### src/hdl/brlr_pkg.sv
// Shared types and constants for the blended rectangle/line rasterizer.
// Used by brlr_ctrl, brlr_dp and blended_rect_line_raster.
`timescale 1ns / 1ps

package brlr_pkg;

   localparam int MAX_WIDTH  = 256;
   localparam int MAX_HEIGHT = 256;
   localparam int STORE_SIZE = MAX_WIDTH * MAX_HEIGHT;
   localparam int ADDR_W     = $clog2(STORE_SIZE);
   localparam int X_W        = $clog2(MAX_WIDTH);
   localparam int Y_W        = $clog2(MAX_HEIGHT);
   localparam int SIZE_W     = 9;
   localparam int COORD_W    = 13;
   localparam int COUNT_W    = 17;
   localparam int PIX_W      = 24;

   localparam logic [ADDR_W-1:0] LAST_ADDR = ADDR_W'(STORE_SIZE - 1);
   localparam logic [SIZE_W-1:0] MAX_W_SIZE = SIZE_W'(MAX_WIDTH);
   localparam logic [SIZE_W-1:0] MAX_H_SIZE = SIZE_W'(MAX_HEIGHT);

   // command codes
   localparam logic [1:0] CMD_FILL = 2'd0;
   localparam logic [1:0] CMD_LINE = 2'd1;
   localparam logic [1:0] CMD_READ = 2'd2;
   localparam logic [1:0] CMD_NONE = 2'd3;

   // config register indexes
   localparam logic CSR_WIDTH  = 1'b0;
   localparam logic CSR_HEIGHT = 1'b1;

   typedef struct packed {
      logic load;
      logic clr_step;
      logic rd_issue;
      logic capture;
      logic mix;
      logic wr;
      logic out_load;
   } ctl_cmd_type;

   typedef struct packed {
      logic       clr_last;
      logic [1:0] op;
      logic       empty;
      logic       last;
   } ctl_stat_type;

endpackage

### src/hdl/brlr_ctrl.sv
// Controller for the rasterizer: clearing pass, per-pixel read-modify-write
// sequencing and the request/response handshakes. Depends on brlr_pkg.
`timescale 1ns / 1ps

module brlr_ctrl import brlr_pkg::*; (
   input  logic         clock,
   input  logic         reset,
   input  logic         req_valid,
   output logic         req_ready,
   output logic         rsp_valid,
   input  logic         rsp_ready,
   input  ctl_stat_type stat,
   output ctl_cmd_type  cmd
);

   typedef enum logic [7:0] {
      ST_CLEAR   = 8'b0000_0001,
      ST_IDLE    = 8'b0000_0010,
      ST_SETUP   = 8'b0000_0100,
      ST_READ    = 8'b0000_1000,
      ST_CAPTURE = 8'b0001_0000,
      ST_MIX     = 8'b0010_0000,
      ST_WRITE   = 8'b0100_0000,
      ST_DONE    = 8'b1000_0000
   } state_type;

   state_type state_ff, state_in;
   logic      rsp_valid_ff, rsp_valid_in;
   logic      out_free;

   assign out_free  = !rsp_valid_ff || rsp_ready;
   assign req_ready = (state_ff == ST_IDLE);
   assign rsp_valid = rsp_valid_ff;

   always_comb begin
      state_in = state_ff;
      cmd      = '0;
      case (state_ff)
         ST_CLEAR: begin
            cmd.clr_step = 1'b1;
            if (stat.clr_last) state_in = ST_IDLE;
         end
         ST_IDLE: begin
            if (req_valid) begin
               cmd.load = 1'b1;
               state_in = ST_SETUP;
            end
         end
         ST_SETUP: begin
            if (stat.op == CMD_NONE || (stat.op == CMD_FILL && stat.empty))
               state_in = ST_DONE;
            else
               state_in = ST_READ;
         end
         ST_READ: begin
            cmd.rd_issue = 1'b1;
            state_in = (stat.op == CMD_READ) ? ST_CAPTURE : ST_MIX;
         end
         ST_CAPTURE: begin
            cmd.capture = 1'b1;
            state_in = ST_DONE;
         end
         ST_MIX: begin
            cmd.mix  = 1'b1;
            state_in = ST_WRITE;
         end
         ST_WRITE: begin
            cmd.wr   = 1'b1;
            state_in = stat.last ? ST_DONE : ST_READ;
         end
         ST_DONE: begin
            if (out_free) begin
               cmd.out_load = 1'b1;
               state_in = ST_IDLE;
            end
         end
         default: state_in = ST_IDLE;
      endcase
   end

   always_comb begin
      rsp_valid_in = rsp_valid_ff;
      if (cmd.out_load)
         rsp_valid_in = 1'b1;
      else if (rsp_ready)
         rsp_valid_in = 1'b0;
   end

   always_ff @(posedge clock) begin
      if (reset) begin
         state_ff     <= ST_CLEAR;
         rsp_valid_ff <= 1'b0;
      end else begin
         state_ff     <= state_in;
         rsp_valid_ff <= rsp_valid_in;
      end
   end

endmodule

### config.mk
export PLATFORM = sky130hd
export DESIGN_NAME = brlr_ctrl
export DESIGN_NICKNAME = d
export VERILOG_FILES = /design/src/hdl/brlr_pkg.sv /design/src/hdl/brlr_ctrl.sv
export SDC_FILE = /design/constraint.sdc
export NUM_CORES = 1
export LEC_CHECK = 0
export BUFFER_PORTS_ARGS = -buffer_cell sky130_fd_sc_hd__buf_2
export CORE_AREA = 8 8 45 47
export DETAILED_ROUTE_END_ITERATION = 7
export DIE_AREA = 0 0 53 55
export MAX_ROUTING_LAYER = met4
export PLACE_DENSITY = 0.66
export SKIP_LAST_GASP = 1
export SLEW_MARGIN = 20
export SYNTH_ARGS = -nofsm -noshare
export SYNTH_HDL_FRONTEND = slang
export SYNTH_SLANG_ARGS = --single-unit
### constraint.sdc
create_clock -name clock -period 3.7 [get_ports clock]
set_input_delay 0.37 -clock clock [delete_from_list [all_inputs] [get_ports clock]]
set_output_delay 0.37 -clock clock [all_outputs]
set_load 0.005 [all_outputs]
Yosys cells after proc, flatten, opt, wreduce, memory -nomap -nowiden
Cells that the tools add are included.
- register bits after elaboration: 9
- multiplexer cells: 18
- equality and inequality tests: 13
- reductions and logical operators: 7
- operators with widths (operator ; count):
    8-bit case mux with 8 select lines ; 1
    8-bit two-way mux ; 5
    1-bit two-way mux ; 11
    8-bit by 1-bit == test with 1-bit output, second input constant ; 1
    8-bit by 2-bit == test with 1-bit output, second input constant ; 1
    8-bit by 3-bit == test with 1-bit output, second input constant ; 1
    8-bit by 4-bit == test with 1-bit output, second input constant ; 1
    8-bit by 5-bit == test with 1-bit output, second input constant ; 1
    8-bit by 6-bit == test with 1-bit output, second input constant ; 1
    8-bit by 7-bit == test with 1-bit output, second input constant ; 1
    8-bit == test, second input constant ; 1
    6-bit two-way mux ; 1
    2-bit inequality test, second input constant ; 3
    2-bit == test, second input constant ; 2
    3-bit AND reduction ; 1
    2-bit zero test ; 1
    1-bit logical OR ; 2
    2-bit nonzero test ; 1
    1-bit logical AND ; 1
    1-bit zero test ; 1

Logic depth before layout (Yosys ltp)
Gate-level depths: netlist of run 1.
- depth after elaboration: 5
- mapped depth: 7
- depth with buffers taken out: 5

Worst setup path before layout of run 1
OpenSTA, ideal clock, no wires.
- kind: reg2out
- from: reg state_ff[4]
- to: out cmd[0] in the netlist's numbering
- arrival: 1.697 ns
- cell stages (with the launch flop): 6
- required time: 3.330 ns
- path buffers: 2
- setup slack: 1.633 ns
- cell sequence: dfxtp_1 or4_1 buf_2 or4_1 nor2b_1 buf_4
- RTL lines (what ; line ; source):
    from (decl) ; brlr_ctrl.sv:27 ; state_type state_ff, state_in;
    from (signal assigned) ; brlr_ctrl.sv:94 ; state_ff <= state_in;
    to (decl) ; brlr_ctrl.sv:13 ; output ctl_cmd_type cmd

==> run_results.csv, run 1 <==
group,metric,value,unit
timing,tns,0,ps
critical_path,crit_path_start,"state_ff[4]$_SDFFE_PP0P_",
finish,final_net_count,91,
clock_network,ctsResizeCount,0,
finish,fin_cells,97,
critical_path,cp.required,3330,ps
clock_network,cts_made_buffers,3,
timing,slew_headroom,77.1,%
clock_network,postCtsSetupRepairBufs,0,
pwr,comb_power_share,12.8,%
finish,fin_area,642,um2
pwr,max-vdd-ir-drop,177,uV
critical_path,cp_data_arrival_time,2040,ps
pwr,pwr-share-seq,49.5,%
outcome,status,"complete, no violations",
critical_path,cp-start-kind,"flop",
critical_path,reg2reg_slack,1750,ps
pwr,power_density,326,nW/um2
route,drtIter0Drc,9,
timing,max_freq,414,MHz
clock_network,htree_levels,1,
synth,synthesis.area,529,um2
global_route,grt_usage,9.21,%
clock_network,path_clk_slew,70,ps
finish,final_layout_size_suffix_gt1_share,34.6,%
die,start_util,38.2,%
route,vias,494,
timing,finalCritPeriodShare,65.2,%
clock_network,cts_hold_buf,0,
global_route,grt_pass1_vias,476,
die,floorplan.rows,14,
placement,placed_cells,93,
route,wl_per_cell,12.4,um
finish,n_antenna_cell,0,
finish,fin_util,46.4,%
synth,synth_cell_types,27,
timing,worstMarginPinSlew,340,ps
synth,seq_area_frac_synth,34.0,%
critical_path,cp_max_fo,6,
die,dieWidth,53,um
finish,area_growth,21.3,%
clock_network,cts_sinks,9,
critical_path,crit_type,"reg -> out",
critical_path,end_kind,"primary output",
clock_network,cts-root-buf,"clkbuf_4",
critical_path,r2r-end,"state_ff[1]$_SDFFE_PP0P_",
critical_path,cp_cell_sequence,"or4_1 -> or4_1 -> nor2b_1 -> buf_2",
timing,finalCriticalPeriod,2410,ps
timing,finalHoldViolations,0,
route,ant_nets,0,
clock_network,clk_latency,270,ps
placement,dpl.hpwl,960,um
pwr,intPower,0.153,mW
route,wl,1200,um
synth,syn-num-nets,72,
global_route,grt_pass1_wl,2010,um
clock_network,cts_tree,"done",
clock_network,cts_max_path_buffers,2,
global_route,antenna_found_initial,0,
pwr,netSwitchingFraction,26.7,%
synth,synth_cells,63,
route,vias_per_cell,5.09,
pwr,clkPwrFrac,37.7,%
die,pin_count,18,
timing,setup_viol,0,
flow_run,drv_cap,0,
placement,gp_congestion,0.796,
critical_path,endpoint,"cmd[0]",
timing,slew_viol_final,0,
global_route,grt-ovfl-total,0,
synth,yosysWarningCount,0,
pwr,fin_total_pwr,0.209,mW
critical_path,cp_slowest_cell,"or4_1",
pwr,switching_power,0.0560,mW
die,coreArea,1380,um2
hold_path,min_path_type,"in -> reg",
die,die_y,55,um
route,first_pass_iters,4,
pwr,leakage,0.278,nW
route,drc,0,
critical_path,cpMostUsedCell,"or4_1",
critical_path,ff2ff_path_depth,5,
critical_path,max_stage_delay,630,ps
timing,worst_clock_skew,3.01,ps
placement,placed_area,614,um2
die,dieArea,2920,um2
global_route,grt_max_degree,10,
critical_path,worstReg2RegStart,"state_ff[4]$_SDFFE_PP0P_",
synth,syn_avg_cell_area,8.40,um2
synth,synth-seq-cells,9,
timing,rsz0062_at_grt,"no",
placement,port_buffers,17,
power groups by stage:
stage          clock [mW]  sequential, mW  combinational [mW]
6_report           0.0788           0.104              0.0269
5_1_grt            0.0860           0.104              0.0299
4_1_cts            0.0805           0.103              0.0270
3_5_place_dp            0           0.106              0.0268
3_3_place_gp            0           0.106              0.0269
2_1_floorplan           0           0.103              0.0199
cell usage after synthesis:
cell | number | area share [%]
a22oi_1 | 1 | 1.4
clkinv_2 | 1 | 0.94
or3b_2 | 1 | 1.7
xnor2_1 | 2 | 3.3
nor3_1 | 3 | 2.8
or2b_1 | 1 | 1.4
buf_2 | 1 | 0.94
nor2b_1 | 4 | 4.7
or2b_2 | 2 | 3.3
buf_4 | 2 | 2.8
o22ai_1 | 1 | 1.2
nand2b_1 | 3 | 3.5
nor4_1 | 4 | 4.7
o21ai_0 | 1 | 0.94
or4_4 | 1 | 2.1
a21oi_1 | 6 | 5.7
and3_1 | 2 | 2.4
or4_1 | 2 | 2.8
a211oi_1 | 1 | 1.4
inv_1 | 3 | 2.1
and4bb_2 | 1 | 2.4
nor2_1 | 5 | 3.5
or4_2 | 1 | 1.7
nor3b_1 | 3 | 4.3
dfxtp_1 | 9 | 34
and4_1 | 1 | 1.7
o221a_1 | 1 | 2.1
logic make-up after synthesis:
logic type      after synthesis  share of synthesized area [%]
compound gates               11                           12.8
xor+xnor                      2                           3.31
buf+inv                       7                           6.85
flops                         9                           34.0
simple gates                 34                           43.0
per-layer routing:
| layer | vias to the layer above | global-route usage, % | part of all wire (%) |
|---|---|---|---|
| li1 | 268 | - | - |
| met1 | 211 | 10.9 | 47 |
| met2 | 13 | 15.0 | 47 |
| met3 | 2 | 1.60 | 4.1 |
| met4 | 0 | 3.88 | 1.6 |
| met5 | - | - | 0 |
through the flow:
stage | worst slack (ps) | hold slack [ps]
after floorplan | 1630 | 439
after global placement | 1610 | 594
after detailed placement | 1590 | 588
after CTS | 1290 | 374
after global routing | 1190 | 389
final | 1290 | 377
sequential cells by signal (all words and copies together) (netlist names):
| signal | count |
|---|---|
| rsp_valid | 1 |
| state_ff | 8 |
worst max-delay path: cells and delay by family, from the launching register on:
family	cells	cell delay, ps
buf+inv	1	110
flops	1	350
simple gates	3	1310
cell usage in the layout, fill, tap and decap left out:
master,count
or2b_2,2
a21oi_1,6
nor2b_1,4
clkbuf_4,3
nand2b_1,3
xnor2_1,2
and4bb_2,1
o21ai_0,1
nor3_1,3
and4_1,1
or4_2,1
o221a_1,1
clkinv_2,2
o22ai_1,1
nor3b_1,3
inv_1,3
or4_1,2
or4_4,1
or2b_1,1
dfxtp_1,9
nor2_1,5
a22oi_1,1
nor4_1,4
a211oi_1,1
and3_1,2
buf_2,17
or3b_2,1
how the worst min path moves through the flow:
stage	startpoint	endpoint	slack, ps	depth (start not counted)
final	reset	state_ff[2]$_SDFFE_PP0P_	380	2
after global routing	reset	state_ff[2]$_SDFFE_PP0P_	390	2
after CTS	reset	state_ff[2]$_SDFFE_PP0P_	370	2
after detailed placement	rsp_valid$_SDFFE_PP0P_	rsp_valid$_SDFFE_PP0P_	590	2
after global placement	rsp_valid$_SDFFE_PP0P_	rsp_valid$_SDFFE_PP0P_	590	2
after floorplan	reset	rsp_valid$_SDFFE_PP0P_	440	1
layout make-up:
cell class | instances | area, um2
clock buffers | 3 | 22.5
clock inverters | 1 | 5.00
fillers | 135 | 742
inverters | 4 | 16.3
multi-input cells | 47 | 313
flip-flops and latches | 9 | 180
well taps | 16 | 20.0
repair buffers | 17 | 85.1
Note: power is estimated with default switching activity, not from simulation.
==> inputs of run 2 (changes only) <==
- PLACE_DENSITY: 0.66 -> 0.68
- clock period: 3.7 -> 2 ns (I/O delays scaled with it)
==> run 2 against run 1 <==
The run now ends with setup timing left. Hold slack worse by 150 ps. Combinational power is 140% higher. Critical path depth stayed put. Sequential power is 82% higher. Clock power is 73% higher. Largest power group unchanged. Highest routed layer unchanged.
==> run_results.csv, run 2 (same netlist as run 1, synthesis figures left out) <==
group,metric,value,unit
global_route,grt_pass1_wl,2000,um
timing,max_freq,496,MHz
clock_network,cts-root-buf,"clkbuf_4",
pwr,fin_total_pwr,0.388,mW
placement,dp_slack,120,ps
route,first_pass_iters,3,
timing,finalCriticalPeriod,2010,ps
finish,regMostFlops,"state_ff",
critical_path,cp.depth,4,
critical_path,cp-start-kind,"flop",
die,pin_count,18,
finish,largest_reg_flops,8,
critical_path,worst-path-buf-inv,1,
timing,rsz0062_at_grt,"yes",
finish,area_growth,32.4,%
finish,fin_util,50.6,%
clock_network,cts_sinks,9,
timing,timing.final.ws_setup,-14.3,ps
flow_run,drv_cap,0,
clock_network,clk_latency,260,ps
critical_path,max_stage_delay,540,ps
finish,final_net_count,95,
critical_path,cp_data_arrival_time,1810,ps
die,coreArea,1380,um2
placement,port_buffers,17,
placement,dpl.hpwl,996,um
critical_path,cp_max_fo,4,
clock_network,cts_hold_buf,0,
timing,worst_clock_skew,1.05,ps
die,dieArea,2920,um2
hold_path,hold_depth,2,
finish,n_antenna_cell,0,
global_route,grt_usage,9.71,%
clock_network,cts_tree,"done",
timing,finalCritPeriodShare,101,%
pwr,leakage,0.302,nW
route,vias,522,
route,wl_per_cell,12.8,um
global_route,grt_max_degree,10,
critical_path,end_kind,"primary output",
pwr,max-vdd-ir-drop,421,uV
placement,gp_congestion,0.812,
critical_path,cp_slowest_cell,"or4_4",
finish,final_common_cell,"buf_2",
finish,final_cell_mix,"17 x buf_2, 7 x dfxtp_1, 6 x a21oi_1",
critical_path,ff2ff_path_depth,5,
critical_path,cp.required,1800,ps
die,start_util,38.2,%
timing,slew_headroom,75.4,%
clock_network,htree_levels,1,
timing,finalHoldViolations,0,
critical_path,cpMostUsedCell,"or4_4",
finish,final_layout_size_suffix_gt1_share,44.7,%
route,vias_per_cell,5.17,
global_route,grt_pass1_vias,490,
die,floorplan.rows,14,
critical_path,crit_type,"reg -> out",
route,ant_nets,0,
route,drc,0,
pwr,power_density,554,nW/um2
route,wl,1300,um
hold_path,min_path_type,"in -> reg",
timing,slew_viol_final,0,
outcome,status,"finished, violations left",
clock_network,path_clk_slew,60,ps
timing,setup_viol,1,
die,die_y,55,um
outcome,violations,"setup timing",
clock_network,cts_max_path_buffers,2,
route,drtIter0Drc,5,
global_route,grt-ovfl-total,0,
die,dieWidth,53,um
global_route,antenna_found_initial,0,
timing,worstMarginPinSlew,365,ps
critical_path,cp_cell_sequence,"or4_4 -> or4_4 -> nor2b_1 -> buf_2",
timing,whs,222,ps
critical_path,crit_family,"simple AND/OR/NAND/NOR gates",
clock_network,cts_made_buffers,3,
-- run 2: changes by cell type in the layout (fill, tap and decap cells not counted) --
| cell | before | now |
|---|---|---|
| or4_1 | 2 | 0 |
| dfxtp_2 | 0 | 1 |
| dfxtp_4 | 0 | 1 |
| nor2_4 | 0 | 1 |
| nor2_1 | 5 | 4 |
| dfxtp_1 | 9 | 7 |
| nor4_2 | 0 | 1 |
| nor4_1 | 4 | 3 |
| buf_4 | 0 | 4 |
| or4_2 | 1 | 0 |
| or4_4 | 1 | 4 |
-- run 2: layer usage --
| metal | wire length (um) | vias up | share of wire (%) | GRT usage, % |
|---|---|---|---|---|
| met1 | 526 | 231 | 41 | 8.73 |
| met3 | 78 | 2 | 6.0 | 4.28 |
| met2 | 672 | 13 | 52 | 17.6 |
| met5 | 0 | - | 0 | - |
| met4 | 19 | 0 | 1.5 | 3.88 |
| li1 | - | 276 | - | - |
-- run 2: path summary, 6_finish.rpt --
path	from	end	slack [ps]
setup / recovery	state_ff[4]$_SDFFE_PP0P_	cmd[0]	-10
hold / removal	reset	rsp_valid$_SDFFE_PP0P_	220
setup reg to reg	state_ff[4]$_SDFFE_PP0P_	state_ff[1]$_SDFFE_PP0P_	230
hold reg to reg	rsp_valid$_SDFFE_PP0P_	rsp_valid$_SDFFE_PP0P_	600
-- run 2: repair_timing --
| action | CTS | global route |
|---|---|---|
| buffers inserted | 0 | 1 |
| endpoints found under the setup margin | 7 | 3 |
| gates resized for setup | 7 | 2 |
| pin swaps | 2 | 0 |
-- run 2: stage by stage --
| step | cell area, um2 | setup TNS, ps | instances |
|---|---|---|---|
| after floorplan | 529 | 0 | 63 |
| after global placement | 637 | 0 | 96 |
| after detailed placement | 637 | 0 | 96 |
| after CTS | 684 | -29.7 | 100 |
| after global routing | 701 | -134 | 101 |
| final | 701 | -14.3 | 101 |
-- run 2: power by group --
group          internal, mW  switching, mW  leakage, nW  total [mW]
Combinational        0.0341         0.0294        0.210      0.0634
Clock                0.0737         0.0627       0.0177       0.136
Sequential            0.182        0.00612       0.0746       0.189
-- run 2: layout make-up --
type	count	area [um2]
fillers	135	683
repair buffers	21	115
clock buffers	3	22.5
multi-input cells	47	337
clock inverters	1	5.00
well taps	16	20.0
inverters	4	16.3
flip-flops and latches	9	185
